==> config.mk <==
export PLATFORM = sky130hd
export DESIGN_NAME = occupancy_tree_range_all_set_unit_flat
export DESIGN_NICKNAME = d
export VERILOG_FILES = /design/src/rtl/occ_tree_pkg.sv /design/src/rtl/occ_tree_req_if.sv /design/src/rtl/occ_tree_rsp_if.sv /design/src/rtl/occupancy_tree_range_all_set_unit.sv /design/src/flat_wrapper.sv
export SDC_FILE = /design/constraint.sdc
export NUM_CORES = 2
export LEC_CHECK = 0
export BUFFER_PORTS_ARGS = -buffer_cell sky130_fd_sc_hd__buf_2
export CAP_MARGIN = 20
export CELL_PAD_IN_SITES_DETAIL_PLACEMENT = 1
export CELL_PAD_IN_SITES_GLOBAL_PLACEMENT = 1
export CORE_AREA = 2 2 414 457
export CTS_CLUSTER_SIZE = 16
export DETAILED_ROUTE_END_ITERATION = 12
export DIE_AREA = 0 0 416 459
export HOLD_SLACK_MARGIN = 0.15
export PLACE_DENSITY_LB_ADDON = 0.1
export SLEW_MARGIN = 20
export SYNTH_ARGS = -nofsm -noshare
export SYNTH_HDL_FRONTEND = slang
export SYNTH_SLANG_ARGS = --single-unit
==> constraint.sdc <==
create_clock -name clk -period 88.9 [get_ports clk]
set_input_delay 4.445 -clock clk [delete_from_list [all_inputs] [get_ports clk]]
set_output_delay 4.445 -clock clk [all_outputs]
set_load 0.02 [all_outputs]
==> src/rtl/occ_tree_pkg.sv <==
// Shared constants and types of the occupancy tree block.
`timescale 1ns / 1ps
package occ_tree_pkg;

	localparam int SLOTS = 1024;
	localparam int SLOT_W = $clog2(SLOTS);
	localparam int ADDR_W = SLOT_W + 1;
	localparam int NODE_W = SLOT_W + 2;
	localparam int DEPTH = 2 * SLOTS;

	localparam int SLOT_IDX_W = 10;
	localparam int RANGE_W = 11;

	localparam logic KIND_MARK = 1'b0;
	localparam logic KIND_QUERY = 1'b1;

	typedef enum logic [2:0] {
		ST_CLEAR,
		ST_IDLE,
		ST_M_CHK,
		ST_M_UP,
		ST_M_WR,
		ST_Q_LO,
		ST_Q_HI
	} occ_state_t;

endpackage

==> src/rtl/occ_tree_req_if.sv <==
// Request channel carrying mark and query transactions.
`timescale 1ns / 1ps
interface occ_tree_req_if;
	logic valid;
	logic ready;
	logic kind;
	logic [occ_tree_pkg::SLOT_IDX_W-1:0] slot_index;
	logic [occ_tree_pkg::RANGE_W-1:0] range_start;
	logic [occ_tree_pkg::RANGE_W-1:0] range_end;

	modport source (output valid, kind, slot_index, range_start, range_end, input ready);
	modport sink (input valid, kind, slot_index, range_start, range_end, output ready);
endinterface

==> src/rtl/occ_tree_rsp_if.sv <==
// Response channel carrying query answers.
`timescale 1ns / 1ps
interface occ_tree_rsp_if;
	logic valid;
	logic ready;
	logic all_set;

	modport source (output valid, all_set, input ready);
	modport sink (input valid, all_set, output ready);
endinterface

==> src/rtl/occupancy_tree_range_all_set_unit.sv <==
// Occupancy bitmap held as a tree of AND bits, with slot marking and range queries.
`timescale 1ns / 1ps
// The tree lives in one 2*SLOTS by 1 bit memory with a synchronous read.
// After reset the block clears that memory, one entry a cycle, and accepts
// no transaction until every entry is clear.
// A mark transaction ends after one read when the slot is already set; otherwise
// it climbs the tree with one read and one write per tree level.
// A query transaction makes at most two memory reads per tree level on the single
// read port; an empty range or one past the slot count is answered without a read,
// with all_set clear. Each query gives one response transaction; marks give none.
// A finished answer sits in an output register, so a new transaction can be taken
// while the previous answer waits.
module occupancy_tree_range_all_set_unit (
	input logic clk,
	input logic arst_n,
	occ_tree_req_if.sink req,
	occ_tree_rsp_if.source rsp
);

	logic tree_mem [occ_tree_pkg::DEPTH];

	occ_tree_pkg::occ_state_t state_q, state_d;
	logic [occ_tree_pkg::NODE_W-1:0] node_q, node_d;
	logic [occ_tree_pkg::NODE_W-1:0] lo_q, lo_d;
	logic [occ_tree_pkg::NODE_W-1:0] hi_q, hi_d;
	logic [occ_tree_pkg::NODE_W-1:0] hi_dec;
	logic [occ_tree_pkg::ADDR_W-1:0] clr_q, clr_d;
	logic acc_q, acc_d, acc_in;
	logic pend_q, pend_d;
	logic rdata_q;
	logic out_valid_q, all_set_q, out_load, out_free;

	logic mem_we, mem_wdata, mem_re;
	logic [occ_tree_pkg::ADDR_W-1:0] mem_waddr, mem_raddr;

	logic slot_ok, range_ok;

	assign acc_in = acc_q & (~pend_q | rdata_q);
	assign out_free = ~out_valid_q | rsp.ready;
	assign slot_ok = 32'(req.slot_index) < 32'(occ_tree_pkg::SLOTS);
	assign range_ok = (32'(req.range_start) < 32'(req.range_end)) &&
		(32'(req.range_end) <= 32'(occ_tree_pkg::SLOTS));

	always_comb begin
		state_d = state_q;
		node_d = node_q;
		lo_d = lo_q;
		hi_d = hi_q;
		hi_dec = hi_q;
		clr_d = clr_q;
		acc_d = acc_q;
		pend_d = pend_q;
		mem_we = 1'b0;
		mem_wdata = 1'b0;
		mem_waddr = node_q[occ_tree_pkg::ADDR_W-1:0];
		mem_re = 1'b0;
		mem_raddr = '0;
		out_load = 1'b0;
		req.ready = 1'b0;
		unique case (state_q)
			occ_tree_pkg::ST_CLEAR: begin
				mem_we = 1'b1;
				mem_waddr = clr_q;
				clr_d = clr_q + 1'b1;
				if (&clr_q) begin
					state_d = occ_tree_pkg::ST_IDLE;
				end
			end
			occ_tree_pkg::ST_IDLE: begin
				req.ready = 1'b1;
				if (req.valid) begin
					if (req.kind == occ_tree_pkg::KIND_MARK) begin
						if (slot_ok) begin
							node_d = occ_tree_pkg::NODE_W'(32'(req.slot_index) +
								32'(occ_tree_pkg::SLOTS));
							mem_re = 1'b1;
							mem_raddr = node_d[occ_tree_pkg::ADDR_W-1:0];
							state_d = occ_tree_pkg::ST_M_CHK;
						end
					end else begin
						acc_d = 1'b1;
						pend_d = 1'b0;
						if (range_ok) begin
							lo_d = occ_tree_pkg::NODE_W'(32'(req.range_start) +
								32'(occ_tree_pkg::SLOTS));
							hi_d = occ_tree_pkg::NODE_W'(32'(req.range_end) +
								32'(occ_tree_pkg::SLOTS));
						end else begin
							acc_d = 1'b0;
							lo_d = occ_tree_pkg::NODE_W'(1);
							hi_d = '0;
						end
						state_d = occ_tree_pkg::ST_Q_LO;
					end
				end
			end
			occ_tree_pkg::ST_M_CHK: begin
				if (rdata_q) begin
					state_d = occ_tree_pkg::ST_IDLE;
				end else begin
					mem_we = 1'b1;
					mem_wdata = 1'b1;
					state_d = occ_tree_pkg::ST_M_UP;
				end
			end
			occ_tree_pkg::ST_M_UP: begin
				if (node_q == occ_tree_pkg::NODE_W'(1)) begin
					state_d = occ_tree_pkg::ST_IDLE;
				end else begin
					mem_re = 1'b1;
					mem_raddr = node_q[occ_tree_pkg::ADDR_W-1:0] ^ occ_tree_pkg::ADDR_W'(1);
					state_d = occ_tree_pkg::ST_M_WR;
				end
			end
			occ_tree_pkg::ST_M_WR: begin
				// The climbing node is set, so its parent takes the sibling's value.
				// A clear sibling leaves every ancestor clear, which they already are.
				mem_we = 1'b1;
				mem_waddr = node_q[occ_tree_pkg::ADDR_W:1];
				mem_wdata = rdata_q;
				node_d = node_q >> 1;
				state_d = rdata_q ? occ_tree_pkg::ST_M_UP : occ_tree_pkg::ST_IDLE;
			end
			occ_tree_pkg::ST_Q_LO: begin
				if (lo_q >= hi_q) begin
					if (out_free) begin
						out_load = 1'b1;
						state_d = occ_tree_pkg::ST_IDLE;
					end
				end else begin
					acc_d = acc_in;
					pend_d = lo_q[0];
					if (lo_q[0]) begin
						mem_re = 1'b1;
						mem_raddr = lo_q[occ_tree_pkg::ADDR_W-1:0];
						lo_d = lo_q + 1'b1;
					end
					state_d = occ_tree_pkg::ST_Q_HI;
				end
			end
			occ_tree_pkg::ST_Q_HI: begin
				acc_d = acc_in;
				pend_d = hi_q[0];
				if (hi_q[0]) begin
					hi_dec = hi_q - 1'b1;
					mem_re = 1'b1;
					mem_raddr = hi_dec[occ_tree_pkg::ADDR_W-1:0];
				end
				lo_d = lo_q >> 1;
				hi_d = hi_dec >> 1;
				state_d = occ_tree_pkg::ST_Q_LO;
			end
			default: begin
				state_d = occ_tree_pkg::ST_IDLE;
			end
		endcase
	end

	always_ff @(posedge clk or negedge arst_n) begin
		if (!arst_n) begin
			state_q <= occ_tree_pkg::ST_CLEAR;
			clr_q <= '0;
			pend_q <= 1'b0;
			acc_q <= 1'b0;
			node_q <= '0;
			lo_q <= '0;
			hi_q <= '0;
			out_valid_q <= 1'b0;
		end else begin
			state_q <= state_d;
			clr_q <= clr_d;
			pend_q <= pend_d;
			acc_q <= acc_d;
			node_q <= node_d;
			lo_q <= lo_d;
			hi_q <= hi_d;
			if (out_load) begin
				out_valid_q <= 1'b1;
			end else if (rsp.ready) begin
				out_valid_q <= 1'b0;
			end
		end
	end

	always_ff @(posedge clk) begin
		if (out_load) begin
			all_set_q <= acc_in;
		end
	end

	always_ff @(posedge clk) begin
		if (mem_we) begin
			tree_mem[mem_waddr] <= mem_wdata;
		end
		if (mem_re) begin
			rdata_q <= tree_mem[mem_raddr];
		end
	end

	assign rsp.valid = out_valid_q;
	assign rsp.all_set = all_set_q;

endmodule

==> src/flat_wrapper.sv <==
// flat-port wrapper written by rule: the top's interface ports become plain ports
module occupancy_tree_range_all_set_unit_flat 
  (clk, arst_n, req_valid, req_kind, req_slot_index, req_range_start, req_range_end, req_ready, rsp_valid, rsp_all_set, rsp_ready);
  occ_tree_req_if req_i ();
  occ_tree_rsp_if rsp_i ();
  input logic clk;
  input logic arst_n;
  input wire logic [$bits(req_i.valid)-1:0] req_valid;
  input wire logic [$bits(req_i.kind)-1:0] req_kind;
  input wire logic [$bits(req_i.slot_index)-1:0] req_slot_index;
  input wire logic [$bits(req_i.range_start)-1:0] req_range_start;
  input wire logic [$bits(req_i.range_end)-1:0] req_range_end;
  output wire logic [$bits(req_i.ready)-1:0] req_ready;
  output wire logic [$bits(rsp_i.valid)-1:0] rsp_valid;
  output wire logic [$bits(rsp_i.all_set)-1:0] rsp_all_set;
  input wire logic [$bits(rsp_i.ready)-1:0] rsp_ready;
  assign req_i.valid = req_valid;
  assign req_i.kind = req_kind;
  assign req_i.slot_index = req_slot_index;
  assign req_i.range_start = req_range_start;
  assign req_i.range_end = req_range_end;
  assign req_ready = req_i.ready;
  assign rsp_valid = rsp_i.valid;
  assign rsp_all_set = rsp_i.all_set;
  assign rsp_i.ready = rsp_ready;
  occupancy_tree_range_all_set_unit u_core (.clk(clk), .arst_n(arst_n), .req(req_i), .rsp(rsp_i));
endmodule
==> impl_metrics.csv <==
group,metric,value,unit
run_status,outcome,"complete, no violations",
placed_design,placement.io_buffers,39,
hold_path,worst_hold_path.endpoint,"u_core.acc_q",
synth,yosys_most_used_dff,"sky130_fd_sc_hd__edfxtp_1",
cells_and_area,multiInputGateArea,28100,um^2
placed_design,gp_congestion,0.849,
global_routing,grt_usage,0.341,
synth,synth_sequential_area_ratio,0.666,
global_routing,antenna_found_initial,10,
cells_and_area,seqCellArea,62900,um^2
clocking,cts_max_path_buffers,3,
sta,setup_violations,0,
power_and_ir_drop,powerDensity,18.9,nW/um^2
detailed_routing,drt_first_pass_iters,6,
die,die_height,459,um
placed_design,detailed_place_hpwl,171,mm
synth,synthesis.nets,8884,
die,floorplan.core_area,187000,um^2
setup_path,ws_path_type,"primary input to register",
hold_path,hp-class,"register to register",
synth,synth.top_cell.area_share,0.653,
synth,synth.lib_cells_used.distinct,76,
sta,tightest_slew,1.26,ns
global_routing,grt_overflow_total,0,
hold_path,hold_depth,1,
setup_path,setup.worst_path.end_class,"register",
synth,synth-edff-count,2050,
sta,slew_headroom,0.163,
detailed_routing,drt.antenna.violating_nets,0,
detailed_routing,detail_route.wirelength,331,mm
die,fp.dieW,416,um
synth,synth_area_leaders,"sky130_fd_sc_hd__edfxtp_1 65%, sky130_fd_sc_hd__nor2_1 8.6%, sky130_fd_sc_hd__nand2_1 7.0%",
cells_and_area,fraction_of_layout_cells_with_a_size_suffix_above_1,0.0727,
sta,finalCritPeriodShare,0.122,
synth,ys_async_sr_fraction,0.0247,
setup_path,reg2reg_slack,80.75,ns
setup_path,critical_path_arrival,11.49,ns
clocking,cts.repair_timing.setup_buffer_count,0,
synth,synth.avg_cell_area,10.7,um^2
cells_and_area,fin_cells,11100,
sta,layout_min_cycle_time,10.83,ns
cells_and_area,nNetsFinal,8517,
die,start_util,0.504,
setup_path,r2r-end,"u_core.rdata_q",
detailed_routing,drtIter0Drc,8864,
setup_path,start_kind,"primary input",
synth,synth.top_cells.by_count,"2156 x sky130_fd_sc_hd__nor2_1, 2050 x sky130_fd_sc_hd__edfxtp_1, 1750 x sky130_fd_sc_hd__nand2_1",
power_and_ir_drop,static-leakage-power,29.1,nW
power_and_ir_drop,power,0.00193,W
clocking,post_cts_gate_resize_count,0,
power_and_ir_drop,ir_worst_vdd,19.9,uV
die,placement_rows,167,
placed_design,placed_cells,10700,
detailed_routing,drt_drc_violations_left,0,
sta,slew_violations,0,
clocking,holdBufCountCts,0,
sta,fin_skew,0.0257,ns
die,boundaryPins,40,
cells_and_area,area_growth_syn_to_layout,8.55,%
clocking,number_of_sinks_driven_by_the_clock_tree,2102,
cells_and_area,final.fill_count,19700,
synth,post_synth_instance_area,94300,um^2
die,fp.dieArea,191000,um^2
placed_design,dp_worst_setup_slack,77.40,ns
sta,postLayoutSetupSlackWorst,78.07,ns
sta,hold_fails_final_rpt,0,
detailed_routing,detailed_route_via_count,70700,
hold_path,hold_path_startpoint,"u_core.acc_q",
global_routing,grt_first_pass_wirelength,478,mm
detailed_routing,detail_route.vias_per_cell,6.38,
sta,clock.fmax,92.4,MHz
clocking,clock_buffers_created_by_tritoncts,217,
clocking,cts_h_tree_depth,4,
detailed_routing,avgRoutedWirePerCell,29.8,um
synth,synth_seq_cells,2102,
setup_path,worst_ep_required_time,89.57,ns
sta,rsz0062_at_grt,"false",
setup_path,worstReg2RegStart,"u_core.lo_q[9]",
global_routing,first_global_vias,71300,
cells_and_area,postLayoutCoreUtil,0.548,
synth,post-synth-top-count-cell,"sky130_fd_sc_hd__nor2_1",
setup_path,critPathMaxFanout,71,
clocking,cts-root-buf,"sky130_fd_sc_hd__clkbuf_16",
synth,ys_warn_count,0,
flow_run,maxCapViolCount,0,
synth,synth.largest_area_cell,"sky130_fd_sc_hd__edfxtp_1",
synth,post_synth_inst_count,8824,
sta,setup_total_negative_slack,0,ns
clocking,clk_latency,0.87,ns
global_routing,grt_start_max_net_pins,239,
clocking,clk_pin_slew_worst_paths,0.06,ns
setup_path,r2r.worst_path.cells,18,
clocking,cts_tree,"yes",
[logic make-up after synthesis]
kind of cell	Yosys count	share of synthesized area
AND/OR/NAND/NOR	4482	0.188
multiplexers	121	0.0129
AO/OA/AOI/OAI	1245	0.0861
XOR/XNOR	12	0.00111
flip-flops	2102	0.666
buffers and inverters	839	0.0423
adder cells (fa/ha/maj)	23	0.00305
[worst max-delay path by stage]
stage	start	to	slack (ns)	cells after the start
2_1_floorplan	u_core.state_q[2]	u_core.tree_mem[0]	21.75	6
3_3_place_gp	req_valid	u_core.rdata_q	77.45	18
3_5_place_dp	req_valid	u_core.rdata_q	77.40	18
4_1_cts	req_valid	u_core.rdata_q	78.28	18
5_1_grt	req_valid	u_core.rdata_q	77.83	18
6_report	req_valid	u_core.rdata_q	78.07	18
[layer usage]
metal  track usage  routed length, um  up-vias
li1              -                  -    30100
met1         0.450             130000    36800
met2         0.559             157000     3088
met3        0.0509              27300      710
met4         0.154              16300        2
met5             0                 13        -
[critical path, stage by stage]
cell and delay (ns):
sky130_fd_sc_hd__buf_2 0.12, sky130_fd_sc_hd__nor2b_1 0.15, sky130_fd_sc_hd__and2_4 0.22, sky130_fd_sc_hd__a22o_1 0.29
sky130_fd_sc_hd__a21oi_4 0.73, sky130_fd_sc_hd__buf_4 0.71, sky130_fd_sc_hd__buf_4 0.80, sky130_fd_sc_hd__buf_4 0.77
sky130_fd_sc_hd__buf_4 0.70, sky130_fd_sc_hd__nor2_1 0.45, sky130_fd_sc_hd__a32oi_1 0.29, sky130_fd_sc_hd__o21ai_1 0.10
sky130_fd_sc_hd__a22o_1 0.27, sky130_fd_sc_hd__a221oi_2 0.18, sky130_fd_sc_hd__o22ai_1 0.21, sky130_fd_sc_hd__o221a_1 0.27
sky130_fd_sc_hd__or4_1 0.52, sky130_fd_sc_hd__o41ai_1 0.08
[flip-flops by register name, summed over array words and instances (netlist names)]
name and flops:
u_core.lo_q 12, u_core.acc_q 1, u_core.rsp.valid 1, u_core.tree_mem 2048
u_core.rdata_q 1, u_core.node_q 11, u_core.pend_q 1, u_core.state_q 3
u_core.clr_q 11, u_core.hi_q 12, u_core.rsp.all_set 1
[power breakdown]
group	leakage, nW	internal (W)	total (W)	switching [W]
Sequential	14.8	0.00107	0.00107	0.000000418
Clock	3.15	0.000471	0.000859	0.000388
Combinational	11.1	0.00000158	0.00000387	0.00000229
Total	29.1	0.00154	0.00193	0.000390
[cell usage in the layout (no fill, tap or decap), drive strengths merged, types with 44 or more instances in the layout]
| cell type | count |
|---|---|
| buf | 214 |
| inv | 44 |
| a21oi | 541 |
| o21ai | 66 |
| edfxtp | 2050 |
| a32oi | 173 |
| nand3 | 439 |
| a31oi | 99 |
| nand2 | 1751 |
| clkbuf | 291 |
| mux2i | 119 |
| dfrtp | 52 |
| clkinv | 88 |
| nor2 | 2156 |
| a22oi | 178 |
[area by class of cell]
class,count,area share
diodes,5,0.000122
repair buffers,214,0.0167
multi-input cells,5883,0.275
clock inverters,101,0.00649
clock buffers,291,0.0566
well taps,2450,0.0299
flip-flops and latches,2102,0.614
inverters,39,0.00143
[per-stage QoR]
step | cell area [um^2] | hold slack (ns)
after detailed placement | 95700 | 0.466
after global placement | 95600 | 0.454
final | 102000 | 0.473
after floorplan | 94300 | 0.442
after global routing | 102000 | 0.513
after CTS | 102000 | 0.481
Note: power is estimated with default switching activity, not from simulation.
